--- src/rtl/ccfd_pkg.sv ---
// Package for the CRC-checked frame deframer: configuration and frame record types,
// type-code and register-index constants, and the byte-wise reflected CRC function.
// No dependencies.
package ccfd_pkg;

   localparam int FRAME_BYTES_DEF = 14;
   // payload bytes that results are built from: frame bytes 1 .. 12
   localparam int STORE_BYTES = 12;
   localparam int QDEPTH = 2;
   localparam int QPTR_W = (QDEPTH > 1) ? $clog2(QDEPTH) : 1;
   localparam int QCNT_W = $clog2(QDEPTH + 1);

   localparam int CSR_IDX_W = 3;
   localparam logic [CSR_IDX_W-1:0] CSR_START_BYTE     = 3'd0;
   localparam logic [CSR_IDX_W-1:0] CSR_CRC_POLY       = 3'd1;
   localparam logic [CSR_IDX_W-1:0] CSR_JOYSTICK_CODE  = 3'd2;
   localparam logic [CSR_IDX_W-1:0] CSR_BUTTON_CODE    = 3'd3;
   localparam logic [CSR_IDX_W-1:0] CSR_HEARTBEAT_CODE = 3'd4;
   localparam logic [CSR_IDX_W-1:0] CSR_IDENT_CODE     = 3'd5;

   localparam logic [7:0] START_BYTE_RST     = 8'hAA;
   localparam logic [7:0] CRC_POLY_RST       = 8'h91;
   localparam logic [7:0] JOYSTICK_CODE_RST  = 8'h01;
   localparam logic [7:0] BUTTON_CODE_RST    = 8'h02;
   localparam logic [7:0] HEARTBEAT_CODE_RST = 8'h03;
   localparam logic [7:0] IDENT_CODE_RST     = 8'h04;

   typedef enum logic [1:0] {
      KIND_JOYSTICK  = 2'd0,
      KIND_BUTTON    = 2'd1,
      KIND_HEARTBEAT = 2'd2,
      KIND_IDENT     = 2'd3
   } frame_kind_type;

   typedef struct packed {
      logic [7:0] start_byte;
      logic [7:0] crc_poly;
      logic [7:0] joystick_code;
      logic [7:0] button_code;
      logic [7:0] heartbeat_code;
      logic [7:0] ident_code;
   } cfg_type;

   // body[k] holds frame byte k+1
   typedef struct packed {
      frame_kind_type                  kind;
      logic [STORE_BYTES-1:0][7:0]     body;
   } frame_rec_type;

   function automatic logic [7:0] crc_step(input logic [7:0] crc, input logic [7:0] b,
                                           input logic [7:0] poly);
      logic [7:0] c;
      c = crc ^ b;
      for (int k = 0; k < 8; k++) begin
         if (c[0]) c = c ^ poly;
         c = c >> 1;
      end
      return c;
   endfunction

endpackage

--- src/rtl/ccfd_front.sv ---
// Front end of the deframer: start hunt, byte counting, running CRC, payload capture
// and frame classification. Emits one frame record per good frame of a known type.
// Depends on ccfd_pkg.
module ccfd_front #(
   parameter int FRAME_BYTES = ccfd_pkg::FRAME_BYTES_DEF
) (
   input  logic                   clock,
   input  logic                   reset,
   input  logic                   byte_take,
   input  logic [7:0]             rx_byte,
   input  ccfd_pkg::cfg_type      cfg,
   output logic                   rec_valid,
   output ccfd_pkg::frame_rec_type rec
);
   import ccfd_pkg::*;

   localparam int CNT_W = $clog2(FRAME_BYTES);
   localparam logic [CNT_W-1:0] LAST_DATA = CNT_W'(FRAME_BYTES - 1);

   logic             in_frame_ff, in_frame_in;
   logic [CNT_W-1:0] count_ff, count_in;
   logic [7:0]       crc_ff, crc_in;
   logic [7:0]       store_ff [STORE_BYTES];
   logic [7:0]       crc_next;
   logic             known;
   frame_kind_type   kind;
   logic             check_beat;

   assign crc_next   = crc_step(in_frame_ff ? crc_ff : 8'h00, rx_byte, cfg.crc_poly);
   assign check_beat = byte_take && in_frame_ff && (count_ff >= LAST_DATA);

   // first match wins when type codes collide
   always_comb begin
      known = 1'b1;
      kind  = KIND_JOYSTICK;
      if (store_ff[0] == cfg.joystick_code)       kind = KIND_JOYSTICK;
      else if (store_ff[0] == cfg.button_code)    kind = KIND_BUTTON;
      else if (store_ff[0] == cfg.heartbeat_code) kind = KIND_HEARTBEAT;
      else if (store_ff[0] == cfg.ident_code)     kind = KIND_IDENT;
      else                                        known = 1'b0;
   end

   always_comb begin
      in_frame_in = in_frame_ff;
      count_in    = count_ff;
      crc_in      = crc_ff;
      if (byte_take) begin
         if (!in_frame_ff) begin
            if (rx_byte == cfg.start_byte) begin
               in_frame_in = 1'b1;
               count_in    = CNT_W'(1);
               crc_in      = crc_next;
            end
         end else if (count_ff < LAST_DATA) begin
            count_in = count_ff + CNT_W'(1);
            crc_in   = crc_next;
         end else begin
            in_frame_in = 1'b0;
            count_in    = '0;
            crc_in      = 8'h00;
         end
      end
   end

   always_ff @(posedge clock) begin
      if (reset) begin
         in_frame_ff <= 1'b0;
         count_ff    <= '0;
         crc_ff      <= 8'h00;
      end else begin
         in_frame_ff <= in_frame_in;
         count_ff    <= count_in;
         crc_ff      <= crc_in;
      end
   end

   always_ff @(posedge clock) begin
      for (int i = 0; i < STORE_BYTES; i++) begin
         if (byte_take && in_frame_ff && count_ff < LAST_DATA &&
             count_ff == CNT_W'(i + 1))
            store_ff[i] <= rx_byte;
      end
   end

   assign rec_valid = check_beat && (rx_byte == crc_ff) && known;

   always_comb begin
      rec.kind = kind;
      for (int i = 0; i < STORE_BYTES; i++) rec.body[i] = store_ff[i];
   end

endmodule

--- src/rtl/ccfd_queue.sv ---
// Short queue of frame records between front and back ends.
// Depends on ccfd_pkg.
module ccfd_queue (
   input  logic                    clock,
   input  logic                    reset,
   input  logic                    push,
   input  ccfd_pkg::frame_rec_type push_rec,
   input  logic                    pop,
   output logic                    full,
   output logic                    not_empty,
   output ccfd_pkg::frame_rec_type head_rec
);
   import ccfd_pkg::*;

   localparam logic [QCNT_W-1:0] QFULL = QCNT_W'(QDEPTH);
   localparam logic [QPTR_W-1:0] QLAST = QPTR_W'(QDEPTH - 1);

   frame_rec_type       mem_ff [QDEPTH];
   logic [QPTR_W-1:0]   wptr_ff, wptr_in;
   logic [QPTR_W-1:0]   rptr_ff, rptr_in;
   logic [QCNT_W-1:0]   cnt_ff, cnt_in;
   logic                do_push, do_pop;

   assign full      = (cnt_ff == QFULL);
   assign not_empty = (cnt_ff != '0);
   assign do_push   = push && !full;
   assign do_pop    = pop && not_empty;
   assign head_rec  = mem_ff[rptr_ff];

   always_comb begin
      wptr_in = wptr_ff;
      rptr_in = rptr_ff;
      cnt_in  = cnt_ff;
      if (do_push) wptr_in = (wptr_ff == QLAST) ? '0 : wptr_ff + QPTR_W'(1);
      if (do_pop)  rptr_in = (rptr_ff == QLAST) ? '0 : rptr_ff + QPTR_W'(1);
      if (do_push && !do_pop)      cnt_in = cnt_ff + QCNT_W'(1);
      else if (do_pop && !do_push) cnt_in = cnt_ff - QCNT_W'(1);
   end

   always_ff @(posedge clock) begin
      if (reset) begin
         wptr_ff <= '0;
         rptr_ff <= '0;
         cnt_ff  <= '0;
      end else begin
         wptr_ff <= wptr_in;
         rptr_ff <= rptr_in;
         cnt_ff  <= cnt_in;
      end
   end

   always_ff @(posedge clock) begin
      if (do_push) mem_ff[wptr_ff] <= push_rec;
   end

endmodule

--- src/rtl/ccfd_back.sv ---
// Back end: unpacks a frame record into result words by kind and holds the result
// in an output register until popped. Depends on ccfd_pkg.
module ccfd_back (
   input  logic                    clock,
   input  logic                    reset,
   input  logic                    rec_avail,
   input  ccfd_pkg::frame_rec_type rec,
   output logic                    rec_take,
   input  logic                    out_pop,
   output logic                    out_valid,
   output logic [1:0]              frame_kind,
   output logic [15:0]             word0,
   output logic [15:0]             word1,
   output logic [15:0]             word2,
   output logic [15:0]             word3,
   output logic [15:0]             word4,
   output logic [7:0]              word5
);
   import ccfd_pkg::*;

   logic        valid_ff, valid_in;
   logic [1:0]  kind_ff;
   logic [15:0] w0_ff, w1_ff, w2_ff, w3_ff, w4_ff;
   logic [7:0]  w5_ff;
   logic [15:0] w0_in, w1_in, w2_in, w3_in, w4_in;
   logic [7:0]  w5_in;

   // output register free now or freed by this beat's pop
   assign rec_take = rec_avail && (!valid_ff || out_pop);

   always_comb begin
      valid_in = valid_ff;
      if (rec_take)      valid_in = 1'b1;
      else if (out_pop)  valid_in = 1'b0;
   end

   always_comb begin
      w0_in = '0;
      w1_in = '0;
      w2_in = '0;
      w3_in = '0;
      w4_in = '0;
      w5_in = '0;
      unique case (rec.kind)
         KIND_JOYSTICK: begin
            w0_in = {rec.body[1], rec.body[2]};
            w1_in = {rec.body[3], rec.body[4]};
            w2_in = {rec.body[5], rec.body[6]};
            w3_in = {rec.body[7], rec.body[8]};
            w4_in = {rec.body[9], rec.body[10]};
            w5_in = rec.body[11];
         end
         KIND_BUTTON: begin
            w0_in = {8'h00, rec.body[1]};
            w1_in = {8'h00, rec.body[2]};
            w2_in = {8'h00, rec.body[3]};
         end
         KIND_HEARTBEAT: begin
            w0_in = {8'h00, rec.body[1]};
         end
         KIND_IDENT: begin
            w0_in = {8'h00, rec.body[1]};
            w1_in = {8'h00, rec.body[2]};
            w2_in = {8'h00, rec.body[3]};
            w3_in = {8'h00, rec.body[4]};
         end
         default: ;
      endcase
   end

   always_ff @(posedge clock) begin
      if (reset) valid_ff <= 1'b0;
      else       valid_ff <= valid_in;
   end

   always_ff @(posedge clock) begin
      if (rec_take) begin
         kind_ff <= rec.kind;
         w0_ff   <= w0_in;
         w1_ff   <= w1_in;
         w2_ff   <= w2_in;
         w3_ff   <= w3_in;
         w4_ff   <= w4_in;
         w5_ff   <= w5_in;
      end
   end

   assign out_valid  = valid_ff;
   assign frame_kind = kind_ff;
   assign word0      = w0_ff;
   assign word1      = w1_ff;
   assign word2      = w2_ff;
   assign word3      = w3_ff;
   assign word4      = w4_ff;
   assign word5      = w5_ff;

endmodule

--- src/rtl/crc_checked_frame_deframer.sv ---
// Top level of the CRC-checked frame deframer: configuration registers, front end,
// record queue and back end. Depends on ccfd_pkg, ccfd_front, ccfd_queue, ccfd_back.
//
//   channel  direction  handshake          payload
//   req      in         req_push/req_full  req_rx_byte
//   rsp      out        rsp_pop/rsp_empty  rsp_frame_kind, rsp_word0 .. rsp_word5
//   csr      in         csr_we             csr_index, csr_wdata
//
// One byte per cycle while req_full is low; the CRC of a byte is folded in the
// cycle it is taken. A good frame's record is pushed into the record queue as
// its check byte is taken, then moves to the output register that drives rsp
// once free. Up to two more can wait in it; req_full rises only while it is full.
// Synchronous active-high reset; no clearing pass is needed.
module crc_checked_frame_deframer #(
   parameter int FRAME_BYTES = ccfd_pkg::FRAME_BYTES_DEF
) (
   input  logic                              clock,
   input  logic                              reset,
   input  logic                              req_push,
   output logic                              req_full,
   input  logic [7:0]                        req_rx_byte,
   output logic                              rsp_empty,
   input  logic                              rsp_pop,
   output logic [1:0]                        rsp_frame_kind,
   output logic [15:0]                       rsp_word0,
   output logic [15:0]                       rsp_word1,
   output logic [15:0]                       rsp_word2,
   output logic [15:0]                       rsp_word3,
   output logic [15:0]                       rsp_word4,
   output logic [7:0]                        rsp_word5,
   input  logic                              csr_we,
   input  logic [ccfd_pkg::CSR_IDX_W-1:0]    csr_index,
   input  logic [7:0]                        csr_wdata
);
   import ccfd_pkg::*;

   cfg_type       cfg_ff, cfg_in;
   logic          byte_take;
   logic          rec_valid;
   frame_rec_type front_rec;
   frame_rec_type head_rec;
   logic          q_full, q_not_empty, q_pop;
   logic          out_valid;

   always_comb begin
      cfg_in = cfg_ff;
      if (csr_we) begin
         unique case (csr_index)
            CSR_START_BYTE:     cfg_in.start_byte     = csr_wdata;
            CSR_CRC_POLY:       cfg_in.crc_poly       = csr_wdata;
            CSR_JOYSTICK_CODE:  cfg_in.joystick_code  = csr_wdata;
            CSR_BUTTON_CODE:    cfg_in.button_code    = csr_wdata;
            CSR_HEARTBEAT_CODE: cfg_in.heartbeat_code = csr_wdata;
            CSR_IDENT_CODE:     cfg_in.ident_code     = csr_wdata;
            default: ;
         endcase
      end
   end

   always_ff @(posedge clock) begin
      if (reset) begin
         cfg_ff.start_byte     <= START_BYTE_RST;
         cfg_ff.crc_poly       <= CRC_POLY_RST;
         cfg_ff.joystick_code  <= JOYSTICK_CODE_RST;
         cfg_ff.button_code    <= BUTTON_CODE_RST;
         cfg_ff.heartbeat_code <= HEARTBEAT_CODE_RST;
         cfg_ff.ident_code     <= IDENT_CODE_RST;
      end else begin
         cfg_ff <= cfg_in;
      end
   end

   assign req_full  = q_full;
   assign byte_take = req_push && !q_full;

   ccfd_front #(
      .FRAME_BYTES (FRAME_BYTES)
   ) u_front (
      .clock     (clock),
      .reset     (reset),
      .byte_take (byte_take),
      .rx_byte   (req_rx_byte),
      .cfg       (cfg_ff),
      .rec_valid (rec_valid),
      .rec       (front_rec)
   );

   ccfd_queue u_queue (
      .clock     (clock),
      .reset     (reset),
      .push      (rec_valid),
      .push_rec  (front_rec),
      .pop       (q_pop),
      .full      (q_full),
      .not_empty (q_not_empty),
      .head_rec  (head_rec)
   );

   ccfd_back u_back (
      .clock      (clock),
      .reset      (reset),
      .rec_avail  (q_not_empty),
      .rec        (head_rec),
      .rec_take   (q_pop),
      .out_pop    (rsp_pop),
      .out_valid  (out_valid),
      .frame_kind (rsp_frame_kind),
      .word0      (rsp_word0),
      .word1      (rsp_word1),
      .word2      (rsp_word2),
      .word3      (rsp_word3),
      .word4      (rsp_word4),
      .word5      (rsp_word5)
   );

   assign rsp_empty = !out_valid;

endmodule
--- config.mk ---
export PLATFORM = sky130hd
export DESIGN_NAME = crc_checked_frame_deframer
export DESIGN_NICKNAME = d
export VERILOG_FILES = /design/src/rtl/ccfd_pkg.sv /design/src/rtl/ccfd_front.sv /design/src/rtl/ccfd_queue.sv /design/src/rtl/ccfd_back.sv /design/src/rtl/crc_checked_frame_deframer.sv
export SDC_FILE = /design/constraint.sdc
export NUM_CORES = 1
export LEC_CHECK = 0
export BUFFER_PORTS_ARGS = -buffer_cell sky130_fd_sc_hd__buf_4
export CAP_MARGIN = 20
export CORE_MARGIN = 2
export CORE_UTILIZATION = 39
export CTS_CLUSTER_SIZE = 30
export DETAILED_ROUTE_END_ITERATION = 6
export HOLD_SLACK_MARGIN = 0.12
export PLACE_DENSITY = 0.52
export SYNTH_ARGS = -nofsm -noshare
export SYNTH_HDL_FRONTEND = slang
export SYNTH_HIERARCHICAL = 1
export SYNTH_SLANG_ARGS = --single-unit
--- constraint.sdc ---
create_clock -name clock -period 5 [get_ports clock]
set_clock_uncertainty 0.15 [all_clocks]
set_input_delay 0.5 -clock clock [delete_from_list [all_inputs] [get_ports clock]]
set_output_delay 0.5 -clock clock [all_outputs]
set_load 0.005 [all_outputs]
==> run_summary.xml, run 1 <==
<?xml version="1.0" encoding="UTF-8"?>
<metrics>
  <group name="run_status">
    <metric name="status" unit="">complete, no violations</metric>
  </group>
  <group name="die">
    <metric name="placementRows" unit="">78</metric>
    <metric name="floorplan.initialDensity" unit="%">39.7</metric>
    <metric name="die_height" unit="um">219</metric>
    <metric name="x_dimension_of_the_die" unit="um">219</metric>
    <metric name="area_of_the_core" unit="sq um">45500</metric>
    <metric name="top_level_ports" unit="">116</metric>
    <metric name="die_area" unit="sq um">48000</metric>
  </group>
  <group name="critical_path">
    <metric name="timing.critical_path.fanout_max" unit="">13</metric>
    <metric name="cp.required" unit="ns">5.30</metric>
    <metric name="worst_setup_path_startpoint" unit="">cfg_ff[33]</metric>
    <metric name="startpoint_type" unit="">flip-flop</metric>
    <metric name="crit_path_class" unit="">reg -&gt; reg</metric>
    <metric name="rr_endpoint" unit="">u_front/crc_ff[1]</metric>
    <metric name="arrival" unit="ns">4.82</metric>
    <metric name="end_kind" unit="">flip-flop</metric>
    <metric name="worst_r2r_startpoint" unit="">cfg_ff[33]</metric>
    <metric name="setup.worst_path.end" unit="">u_front/crc_ff[1]</metric>
    <metric name="r2r_slack" unit="ns">0.48</metric>
    <metric name="reg2reg_depth" unit="">12</metric>
  </group>
  <group name="timing">
    <metric name="worst-slew-pin-transition" unit="ns">0.929</metric>
    <metric name="setup_repair_after_global_routing_missed_its_margin" unit="">no</metric>
    <metric name="final-setup-viol-count" unit="">0</metric>
    <metric name="final_min_period_over_clock_period" unit="%">90.3</metric>
    <metric name="fin_tns_setup" unit="ns">0</metric>
    <metric name="worst_slew_margin_rel" unit="%">37.8</metric>
    <metric name="hold_violations_final" unit="">0</metric>
    <metric name="highest_clock_rate" unit="MHz">221</metric>
    <metric name="min_period" unit="ns">4.52</metric>
    <metric name="timing_max_transition_violations_final" unit="">0</metric>
  </group>
  <group name="clock_tree">
    <metric name="clk_root_buffer_cell" unit="">clkbuf_16</metric>
    <metric name="ctsHtreeMaxLevel" unit="">2</metric>
    <metric name="clk_pin_slew_worst_paths" unit="ns">0.06</metric>
    <metric name="cts_buffer_depth" unit="">3</metric>
    <metric name="clk_latency" unit="ns">0.57</metric>
    <metric name="clock_tree_from_tritoncts" unit="">yes</metric>
    <metric name="number_of_cts_inserted_buffers" unit="">46</metric>
    <metric name="cts_sinks" unit="">431</metric>
  </group>
  <group name="final_layout">
    <metric name="ff_latch_area" unit="sq um">12300</metric>
    <metric name="layout_filler_cell_count" unit="">4059</metric>
    <metric name="commonest_cells_after_routing_fill_and_taps_aside" unit="">edfxtp_1 (366), buf_4 (131), mux2_2 (77)</metric>
    <metric name="mostFrequentLayoutCell" unit="">edfxtp_1</metric>
    <metric name="final_layout_size_suffix_gt1_share" unit="%">23.9</metric>
    <metric name="synthToLayoutAreaGrowth" unit="%">16.5</metric>
    <metric name="multi_input_area" unit="sq um">5380</metric>
    <metric name="nets" unit="">1360</metric>
    <metric name="diodes" unit="">0</metric>
  </group>
  <group name="global_route">
    <metric name="vias_in_the_first_global_route" unit="">9825</metric>
    <metric name="grtUsageTotal" unit="%">16.6</metric>
    <metric name="grt_overflow_total" unit="">0</metric>
    <metric name="largest_net_degree_at_the_start_of_global_routing" unit="">91</metric>
    <metric name="grt_antenna_before_repair" unit="">1</metric>
    <metric name="grt_pass1_wl" unit="um">59500</metric>
  </group>
  <group name="power_and_ir_drop">
    <metric name="power.total" unit="W">0.00729</metric>
    <metric name="pwr_density_cell" unit="nW/um^2">347</metric>
    <metric name="worst_vdd_rail_ir_drop" unit="V">0.000247</metric>
    <metric name="power.static_leakage" unit="nW">7.27</metric>
  </group>
  <group name="placed_design">
    <metric name="gp_congestion" unit="">0.780</metric>
    <metric name="port_buffers" unit="">115</metric>
    <metric name="final_hpwl_from_detailed_placement" unit="um">24100</metric>
  </group>
  <group name="synthesis">
    <metric name="synth_area_per_cell" unit="sq um">15.1</metric>
    <metric name="postSynthNetCount" unit="">1231</metric>
    <metric name="yosysWarnings" unit="">6</metric>
    <metric name="syn_std_cell_area" unit="sq um">18000</metric>
    <metric name="syn_inst" unit="">1196</metric>
  </group>
  <group name="detailed_routing">
    <metric name="sum_of_routed_wire_length_over_all_layers" unit="um">39300</metric>
    <metric name="number_of_remaining_drc_errors" unit="">0</metric>
    <metric name="first_pass_iters" unit="">7</metric>
    <metric name="route.detailed.vias_per_inst" unit="">5.12</metric>
    <metric name="drt.antenna.violating_nets" unit="">0</metric>
    <metric name="wl_per_cell" unit="um">20.1</metric>
    <metric name="route.vias.total" unit="">10000</metric>
    <metric name="first_iter_violations" unit="">684</metric>
  </group>
  <group name="min_path">
    <metric name="worst_hold_path_type" unit="">in -&gt; reg</metric>
  </group>
  <group name="run">
    <metric name="total_of_max_cap_violations" unit="">0</metric>
  </group>
</metrics>
-- layer usage --
metal  part of all wire (%)  GRT usage (%)  up-vias
met2                     49           28.0      241
met1                     45           22.2     4999
li1                       -              -     4729
met4                    1.7           4.71        0
met5                      0              0        -
met3                    4.3           2.45       46
-- area by class of cell --
| class | count | share of cell area [%] |
|---|---|---|
| multi-input combinational | 690 | 25.6 |
| inverter | 12 | 0.220 |
| tap | 600 | 3.57 |
| timing repair buffer | 144 | 5.44 |
| clock inverter | 19 | 0.643 |
| clock buffer | 61 | 6.05 |
| sequential | 431 | 58.5 |
-- sequential cells by signal, indices dropped and copies added (netlist names), named ones only --
name and flops:
u_back/word0 16, u_back/word4 16, u_front/store_ff 96, u_back/word3 16, u_queue/wptr_ff 1, u_queue/mem_ff 180
cfg_ff 47, u_back/word5 8, u_queue/rptr_ff 1, u_back/frame_kind 2, u_front/count_ff 4, u_back/word1 16
u_back/out_valid 1, u_front/crc_ff 7, u_back/word2 16, u_front/in_frame_ff 1, u_queue/cnt_ff 2
-- metrics by stage --
stage / util [%] / worst slack, ns / cells / hold slack, ns / instance area [sq um]
after global routing: 46.2 / 0.254 / 1957 / 0.161 / 21000
after floorplan: - / 0.591 / 1196 / 0.271 / 18000
after global placement: 42.9 / 0.509 / 1867 / 0.272 / 19500
after CTS: 46.2 / 0.581 / 1957 / 0.136 / 21000
after detailed placement: 42.9 / 0.427 / 1867 / 0.279 / 19500
final: 46.2 / 0.485 / 1957 / 0.163 / 21000
-- how the worst min path moves through the flow --
stage,startpoint,to,slack [ns],cells after the start
after global routing,csr_index[1],cfg_ff[47],0.16,3
after detailed placement,u_front/store_ff[4][4],u_queue/mem_ff[0][36],0.28,0
after global placement,u_front/store_ff[2][7],u_queue/mem_ff[0][23],0.27,0
after CTS,csr_index[1],cfg_ff[47],0.14,3
after floorplan,u_front/store_ff[1][2],u_queue/mem_ff[0][10],0.27,0
final,csr_index[1],cfg_ff[47],0.16,3
-- critical path, stage by stage, from the launching register on --
cell,delay [ns]
dfxtp_1,0.50
inv_2,0.17
or4_4,0.54
a21oi_1,0.38
nor4_1,0.14
nor4_2,0.57
o211ai_1,0.22
o22a_1,0.22
a211oi_2,0.29
mux2i_1,0.28
and3_1,0.47
o21ai_0,0.15
a221o_1,0.31
-- repair_timing --
item,4_1_cts,5_1_grt
setup endpoints to repair,0,0
endpoints found under the hold margin,13,0
buffers inserted,0,0
hold buffers,10,0
gates resized for setup,0,0
-- power by group --
part           internal (W)  switching, W  total, W
registers           0.00386    0.00000840   0.00387
clock network       0.00187       0.00131   0.00318
logic             0.0000965      0.000142  0.000238
Power figures use the tool's default switching activity.
==> inputs of run 2 (changes only) <==
==> constraint.sdc (replaced) <==
create_clock -name clock -period 5 [get_ports clock]
set_clock_uncertainty 0.15 [all_clocks]
set_input_delay 1 -clock clock [delete_from_list [all_inputs] [get_ports clock]]
set_output_delay 1 -clock clock [all_outputs]
set_load 0.005 [all_outputs]
==> run 2 against run 1 <==
  * Sequential power about the same
  * Core utilization increased by 0.12 points
  * Non-clock buffer count increased by 6
  * Routed wire length decreased by 0.47%
  * Setup slack improved by 0.096 ns
  * Critical path depth increased by 3
  * Via count decreased by 1.0%
  * Global-route usage decreased by 0.090 points
  * Register-to-register slack improved by 0.096 ns
  * Total power increased by 1.3%
  * First-iteration DRC count decreased by 6.1%
  * Clock power increased by 3%
==> run_summary.xml, run 2 (synthesized netlist as in run 1, its figures left out) <==
<?xml version="1.0" encoding="UTF-8"?>
<metrics>
  <group name="timing">
    <metric name="min_period" unit="ns">4.42</metric>
    <metric name="hold_violations_final" unit="">0</metric>
    <metric name="timing_max_transition_violations_final" unit="">0</metric>
    <metric name="worst_hold_margin" unit="ns">0.281</metric>
    <metric name="postLayoutSetupSlackWorst" unit="ns">0.581</metric>
    <metric name="fin_tns_setup" unit="ns">0</metric>
    <metric name="worst-slew-pin-transition" unit="ns">0.981</metric>
    <metric name="final_min_period_over_clock_period" unit="%">88.4</metric>
    <metric name="final-setup-viol-count" unit="">0</metric>
    <metric name="worst_slew_margin_rel" unit="%">34.6</metric>
    <metric name="highest_clock_rate" unit="MHz">226</metric>
    <metric name="setup_repair_after_global_routing_missed_its_margin" unit="">no</metric>
  </group>
  <group name="critical_path">
    <metric name="startpoint_type" unit="">flip-flop</metric>
    <metric name="worst_path_max_delay_cell" unit="">dfxtp_1</metric>
    <metric name="end_kind" unit="">flip-flop</metric>
    <metric name="crit_path_class" unit="">reg -&gt; reg</metric>
    <metric name="timing.critical_path.fanout_max" unit="">17</metric>
    <metric name="worst_setup_path_startpoint" unit="">u_front/crc_ff[0]</metric>
    <metric name="cp.required" unit="ns">5.29</metric>
    <metric name="arrival" unit="ns">4.71</metric>
    <metric name="worst_r2r_startpoint" unit="">u_front/crc_ff[0]</metric>
    <metric name="worstPathCellList" unit="">buf_4 -&gt; o21ai_0 -&gt; a32o_1 -&gt; nor3_1 -&gt; nor4_1 -&gt; nor4_2 -&gt; buf_4 -&gt; o211ai_1 -&gt; o22a_1 -&gt; a211oi_2 -&gt; mux2i_1 -&gt; and3_1 -&gt; buf_4 -&gt; o2111a_1 -&gt; a221o_1</metric>
    <metric name="cell_repeated_most_along_the_worst_path" unit="">buf_4</metric>
    <metric name="crit_path_max_incr_delay" unit="ns">0.45</metric>
  </group>
  <group name="clock_tree">
    <metric name="number_of_cts_inserted_buffers" unit="">46</metric>
    <metric name="post-cts-setup-buffers" unit="">0</metric>
    <metric name="clock_tree_from_tritoncts" unit="">yes</metric>
    <metric name="postCtsHoldBufs" unit="">0</metric>
    <metric name="post_cts_resized" unit="">0</metric>
    <metric name="clk_latency" unit="ns">0.57</metric>
    <metric name="clk_pin_slew_worst_paths" unit="ns">0.06</metric>
    <metric name="cts_sinks" unit="">431</metric>
    <metric name="cts_buffer_depth" unit="">3</metric>
    <metric name="ctsHtreeMaxLevel" unit="">2</metric>
    <metric name="clk_root_buffer_cell" unit="">clkbuf_16</metric>
  </group>
  <group name="die">
    <metric name="placementRows" unit="">78</metric>
    <metric name="floorplan.initialDensity" unit="%">39.7</metric>
    <metric name="die_height" unit="um">219</metric>
    <metric name="top_level_ports" unit="">116</metric>
    <metric name="area_of_the_core" unit="sq um">45500</metric>
    <metric name="x_dimension_of_the_die" unit="um">219</metric>
    <metric name="die_area" unit="sq um">48000</metric>
  </group>
  <group name="detailed_routing">
    <metric name="route.vias.total" unit="">9915</metric>
    <metric name="sum_of_routed_wire_length_over_all_layers" unit="um">39100</metric>
    <metric name="route.detailed.vias_per_inst" unit="">5.04</metric>
    <metric name="first_pass_iters" unit="">6</metric>
    <metric name="drt.antenna.violating_nets" unit="">0</metric>
    <metric name="first_iter_violations" unit="">642</metric>
    <metric name="wl_per_cell" unit="um">19.9</metric>
    <metric name="number_of_remaining_drc_errors" unit="">0</metric>
  </group>
  <group name="global_route">
    <metric name="grt_antenna_before_repair" unit="">0</metric>
    <metric name="grt_overflow_total" unit="">0</metric>
    <metric name="vias_in_the_first_global_route" unit="">9910</metric>
    <metric name="grt_pass1_wl" unit="um">59300</metric>
    <metric name="largest_net_degree_at_the_start_of_global_routing" unit="">79</metric>
    <metric name="grtUsageTotal" unit="%">16.5</metric>
  </group>
  <group name="final_layout">
    <metric name="multi_input_area" unit="sq um">5380</metric>
    <metric name="ff_latch_area" unit="sq um">12300</metric>
    <metric name="nets" unit="">1366</metric>
    <metric name="registers.top_by_ff_count" unit="">u_queue/mem_ff</metric>
    <metric name="reg.largest.list" unit="">u_queue/mem_ff (180), u_front/store_ff (96), cfg_ff (47)</metric>
    <metric name="final_layout_size_suffix_gt1_share" unit="%">25.3</metric>
    <metric name="max_ffs_per_register" unit="">180</metric>
    <metric name="commonest_cells_after_routing_fill_and_taps_aside" unit="">edfxtp_1 (366), buf_4 (147), mux2_2 (77)</metric>
    <metric name="synthToLayoutAreaGrowth" unit="%">16.8</metric>
    <metric name="layout_filler_cell_count" unit="">4049</metric>
    <metric name="mostFrequentLayoutCell" unit="">edfxtp_1</metric>
    <metric name="diodes" unit="">0</metric>
  </group>
  <group name="power_and_ir_drop">
    <metric name="internal_power" unit="W">0.00589</metric>
    <metric name="swShare" unit="%">20.3</metric>
    <metric name="combinational_power_share" unit="%">3.3</metric>
    <metric name="power.static_leakage" unit="nW">7.34</metric>
    <metric name="worst_vdd_rail_ir_drop" unit="V">0.000209</metric>
    <metric name="power.clock.fraction" unit="%">44.3</metric>
    <metric name="power.sequential.fraction" unit="%">52.4</metric>
    <metric name="pwr_density_cell" unit="nW/um^2">351</metric>
    <metric name="p_sw" unit="W">0.00150</metric>
  </group>
  <group name="min_path">
    <metric name="hp-start" unit="">u_front/store_ff[8][1]</metric>
    <metric name="worst_hold_path_type" unit="">reg -&gt; reg</metric>
  </group>
  <group name="placed_design">
    <metric name="final_hpwl_from_detailed_placement" unit="um">24900</metric>
    <metric name="port_buffers" unit="">115</metric>
    <metric name="worst_setup_slack_after_placement" unit="ns">0.0830</metric>
    <metric name="gp_congestion" unit="">0.785</metric>
  </group>
  <group name="run">
    <metric name="total_of_max_cap_violations" unit="">0</metric>
  </group>
  <group name="run_status">
    <metric name="status" unit="">complete, no violations</metric>
  </group>
</metrics>
[run 2: changes by cell type in the layout (fill, tap and decap cells not counted)]
cell / before / now
clkinv_2: 3 / 8
bufinv_16: 2 / 4
dlygate4sd3_1: 10 / 0
inv_6: 0 / 1
clkinv_1: 13 / 11
buf_4: 131 / 147
clkbuf_16: 49 / 47
[run 2: power by group through the flow]
stage	logic [W]	clock network [W]	registers (W)
floorplan	0.000149	0	0.00394
global placement	0.000241	0	0.00395
detailed placement	0.000243	0	0.00395
CTS	0.000245	0.00337	0.00387
global route	0.000265	0.00352	0.00387
finish	0.000243	0.00327	0.00387
[run 2: layout make-up]
type / instances / share of cell area [%]
clock buffers: 59 / 5.79
clock inverters: 25 / 1.05
inverters: 12 / 0.220
multi-input cells: 690 / 25.5
flip-flops and latches: 431 / 58.3
well taps: 600 / 3.56
repair buffers: 150 / 5.52
[run 2: path summary, 6_finish.rpt]
kind / to / slack, ns / depth (start not counted)
worst max-delay path: u_front/crc_ff[1] / 0.58 / 15
worst min-delay path: u_queue/mem_ff[0][65] / 0.28 / 0
worst max register to register: u_front/crc_ff[1] / 0.58 / 15
worst min register to register: u_queue/mem_ff[0][65] / 0.28 / 0
[run 2: layer usage]
layer,track usage (%),up-vias,share of wire (%)
met5,0,-,0
met4,5.27,0,2.2
met3,2.62,56,4.3
met2,27.7,207,49
met1,21.9,4916,45
li1,-,4736,-
[run 2: metrics by stage]
step | area (sq um) | power (W) | cells | utilization, %
final | 21100 | 0.00739 | 1967 | 46.4
after detailed placement | 19600 | 0.00419 | 1883 | 43.2
after global routing | 21100 | 0.00766 | 1967 | 46.4
after global placement | 19600 | 0.00419 | 1883 | 43.2
after floorplan | 18000 | 0.00409 | 1196 | -
after CTS | 21100 | 0.00749 | 1967 | 46.4
[run 2: critical path: cells and delay by family (launching register included)]
| kind | cells | cell delay (ns) |
|---|---|---|
| flip-flops | 1 | 0.45 |
| AND/OR/NAND/NOR | 4 | 1.20 |
| multiplexers | 1 | 0.16 |
| buffers and inverters | 3 | 0.65 |
| AO/OA/AOI/OAI | 7 | 1.69 |
==> inputs of run 3 (changes only) <==
--- a/config.mk
+++ b/config.mk
@@ -13,6 +13,7 @@
 export DETAILED_ROUTE_END_ITERATION = 6
 export HOLD_SLACK_MARGIN = 0.12
 export PLACE_DENSITY = 0.52
+export RECOVER_POWER = 50
 export SYNTH_ARGS = -nofsm -noshare
 export SYNTH_HDL_FRONTEND = slang
 export SYNTH_HIERARCHICAL = 1
==> run 3 against run 2 <==
  * The flow now finishes with violations (max-capacitance violations, max-slew violations)
  * Hold slack is essentially flat
  * Critical endpoint is now u_front/crc_ff[3]
  * Combinational power decreased by 2%
  * Fmax down 5.8%
  * Clock-buffer cell count unchanged
==> run_summary.xml, run 3 (synthesized netlist as in run 1, its figures left out) <==
<?xml version="1.0" encoding="UTF-8"?>
<metrics>
  <group name="final_layout">
    <metric name="synthToLayoutAreaGrowth" unit="%">16.3</metric>
    <metric name="mostFrequentLayoutCell" unit="">edfxtp_1</metric>
    <metric name="reg.largest.list" unit="">u_queue/mem_ff (180), u_front/store_ff (96), cfg_ff (47)</metric>
    <metric name="max_ffs_per_register" unit="">180</metric>
    <metric name="diodes" unit="">0</metric>
    <metric name="instances_no_fill" unit="">1967</metric>
    <metric name="nets" unit="">1366</metric>
    <metric name="commonest_cells_after_routing_fill_and_taps_aside" unit="">edfxtp_1 (366), mux2_2 (76), buf_4 (70)</metric>
    <metric name="ff_latch_area" unit="sq um">12300</metric>
    <metric name="final_layout_size_suffix_gt1_share" unit="%">23.8</metric>
    <metric name="multi_input_area" unit="sq um">5360</metric>
    <metric name="layout_filler_cell_count" unit="">4076</metric>
    <metric name="registers.top_by_ff_count" unit="">u_queue/mem_ff</metric>
  </group>
  <group name="timing">
    <metric name="hold_violations_final" unit="">0</metric>
    <metric name="worst-slew-pin-transition" unit="ns">2.55</metric>
    <metric name="fin_tns_setup" unit="ns">0</metric>
    <metric name="setup_repair_after_global_routing_missed_its_margin" unit="">no</metric>
    <metric name="worst_hold_margin" unit="ns">0.281</metric>
    <metric name="worst_slew_margin_rel" unit="%">-72.3</metric>
    <metric name="min_period" unit="ns">4.69</metric>
    <metric name="final_min_period_over_clock_period" unit="%">93.8</metric>
    <metric name="final-setup-viol-count" unit="">0</metric>
    <metric name="timing_max_transition_violations_final" unit="">62</metric>
    <metric name="postLayoutSetupSlackWorst" unit="ns">0.309</metric>
    <metric name="highest_clock_rate" unit="MHz">213</metric>
  </group>
  <group name="critical_path">
    <metric name="rr_endpoint" unit="">u_front/crc_ff[1]</metric>
    <metric name="worst_setup_path_startpoint" unit="">req_rx_byte[5]</metric>
    <metric name="timing.critical_path.fanout_max" unit="">16</metric>
    <metric name="crit_path_max_incr_delay" unit="ns">1.09</metric>
    <metric name="r2r_slack" unit="ns">0.64</metric>
    <metric name="arrival" unit="ns">4.98</metric>
    <metric name="end_kind" unit="">flip-flop</metric>
    <metric name="startpoint_type" unit="">input port</metric>
    <metric name="cp.required" unit="ns">5.29</metric>
    <metric name="crit_path_class" unit="">in -&gt; reg</metric>
    <metric name="reg2reg_depth" unit="">14</metric>
    <metric name="worst_r2r_startpoint" unit="">cfg_ff[35]</metric>
    <metric name="setup.worst_path.end" unit="">u_front/crc_ff[3]</metric>
    <metric name="worst_path_max_delay_cell" unit="">clkbuf_1</metric>
    <metric name="worstPathCellList" unit="">clkbuf_1 -&gt; nor3_1 -&gt; or4_1 -&gt; a22o_1 -&gt; o211a_1 -&gt; or4_4 -&gt; and4_4 -&gt; o21ai_1 -&gt; xor3_1 -&gt; o2111a_1 -&gt; a221o_1</metric>
  </group>
  <group name="detailed_routing">
    <metric name="number_of_remaining_drc_errors" unit="">0</metric>
    <metric name="drt.antenna.violating_nets" unit="">0</metric>
    <metric name="route.vias.total" unit="">9950</metric>
    <metric name="first_iter_violations" unit="">683</metric>
    <metric name="route.detailed.vias_per_inst" unit="">5.06</metric>
    <metric name="sum_of_routed_wire_length_over_all_layers" unit="um">39100</metric>
    <metric name="wl_per_cell" unit="um">19.9</metric>
    <metric name="first_pass_iters" unit="">5</metric>
  </group>
  <group name="clock_tree">
    <metric name="clk_pin_slew_worst_paths" unit="ns">0.06</metric>
    <metric name="cts_buffer_depth" unit="">3</metric>
    <metric name="post-cts-setup-buffers" unit="">0</metric>
    <metric name="clk_root_buffer_cell" unit="">clkbuf_16</metric>
    <metric name="clk_latency" unit="ns">0.57</metric>
    <metric name="post_cts_resized" unit="">0</metric>
    <metric name="cts_sinks" unit="">431</metric>
    <metric name="postCtsHoldBufs" unit="">0</metric>
    <metric name="number_of_cts_inserted_buffers" unit="">46</metric>
    <metric name="clock_tree_from_tritoncts" unit="">yes</metric>
    <metric name="ctsHtreeMaxLevel" unit="">2</metric>
  </group>
  <group name="die">
    <metric name="die_area" unit="sq um">48000</metric>
    <metric name="x_dimension_of_the_die" unit="um">219</metric>
    <metric name="placementRows" unit="">78</metric>
    <metric name="floorplan.initialDensity" unit="%">39.7</metric>
    <metric name="top_level_ports" unit="">116</metric>
    <metric name="area_of_the_core" unit="sq um">45500</metric>
    <metric name="die_height" unit="um">219</metric>
  </group>
  <group name="global_route">
    <metric name="vias_in_the_first_global_route" unit="">9910</metric>
    <metric name="grtUsageTotal" unit="%">16.5</metric>
    <metric name="grt_pass1_wl" unit="um">59300</metric>
    <metric name="grt_overflow_total" unit="">0</metric>
    <metric name="grt_antenna_before_repair" unit="">0</metric>
    <metric name="largest_net_degree_at_the_start_of_global_routing" unit="">79</metric>
  </group>
  <group name="power_and_ir_drop">
    <metric name="pwr_density_cell" unit="nW/um^2">352</metric>
    <metric name="power.static_leakage" unit="nW">7.25</metric>
    <metric name="worst_vdd_rail_ir_drop" unit="V">0.000208</metric>
  </group>
  <group name="run">
    <metric name="total_of_max_cap_violations" unit="">3</metric>
  </group>
  <group name="placed_design">
    <metric name="port_buffers" unit="">115</metric>
    <metric name="gp_congestion" unit="">0.785</metric>
    <metric name="worst_setup_slack_after_placement" unit="ns">0.0830</metric>
    <metric name="final_hpwl_from_detailed_placement" unit="um">24900</metric>
    <metric name="placed_cells" unit="">1883</metric>
  </group>
  <group name="run_status">
    <metric name="failed_checks" unit="">max-capacitance violations, max-slew violations</metric>
    <metric name="status" unit="">finished, violations left</metric>
  </group>
  <group name="min_path">
    <metric name="worst_hold_path_type" unit="">reg -&gt; reg</metric>
  </group>
</metrics>
==> run 3: report_power, final <==
part,switching [W],internal (W),total [W]
Clock,0.00135,0.00193,0.00327
Combinational,0.000142,0.0000958,0.000238
Sequential,0.00000952,0.00386,0.00387
Total,0.00150,0.00589,0.00738
==> run 3: critical path: cells and delay by family <==
family	cells	cell delay, ns
AND/OR/NAND/NOR	4	1.48
AO/OA/AOI/OAI	5	0.96
buffers and inverters	1	1.09
XOR/XNOR	1	0.45
==> run 3: area by class of cell <==
class | count | area share [%]
Sequential cell | 431 | 58.6
Multi-Input combinational cell | 690 | 25.5
Clock buffer | 59 | 5.82
Timing Repair Buffer | 150 | 5.26
Tap cell | 600 | 3.58
Clock inverter | 25 | 1.05
Inverter | 12 | 0.221
==> run 3: how the worst min path moves through the flow <==
stage                                 from               endpoint  slack [ns]  cells past startpoint
CTS                 u_front/store_ff[3][0]  u_queue/mem_ff[1][24]        0.29                      0
detailed placement  u_front/store_ff[3][1]  u_queue/mem_ff[0][25]        0.28                      0
global placement    u_front/store_ff[8][5]  u_queue/mem_ff[1][69]        0.27                      0
global route        u_front/store_ff[6][7]  u_queue/mem_ff[1][55]        0.29                      0
floorplan           u_front/store_ff[1][2]  u_queue/mem_ff[0][10]        0.27                      0
finish              u_front/store_ff[8][1]  u_queue/mem_ff[0][65]        0.28                      0
==> run 3: through the flow <==
stage          total power (W)  util, %  instance area, sq um
2_1_floorplan          0.00409        -                 18000
3_3_place_gp           0.00419     43.2                 19600
3_5_place_dp           0.00419     43.2                 19600
4_1_cts                0.00749     46.4                 21100
5_1_grt                0.00765     46.2                 21000
6_report               0.00738     46.2                 21000
==> run 3: metal layers <==
metal | GRT usage [%] | share of wire (%) | wire length (um) | vias to the layer above
li1 | - | - | - | 4738
met4 | 5.27 | 2.2 | 861 | 0
met5 | 0 | 0 | 0 | -
met1 | 21.9 | 45 | 17600 | 4956
met2 | 27.7 | 49 | 19000 | 198
met3 | 2.62 | 4.2 | 1620 | 58
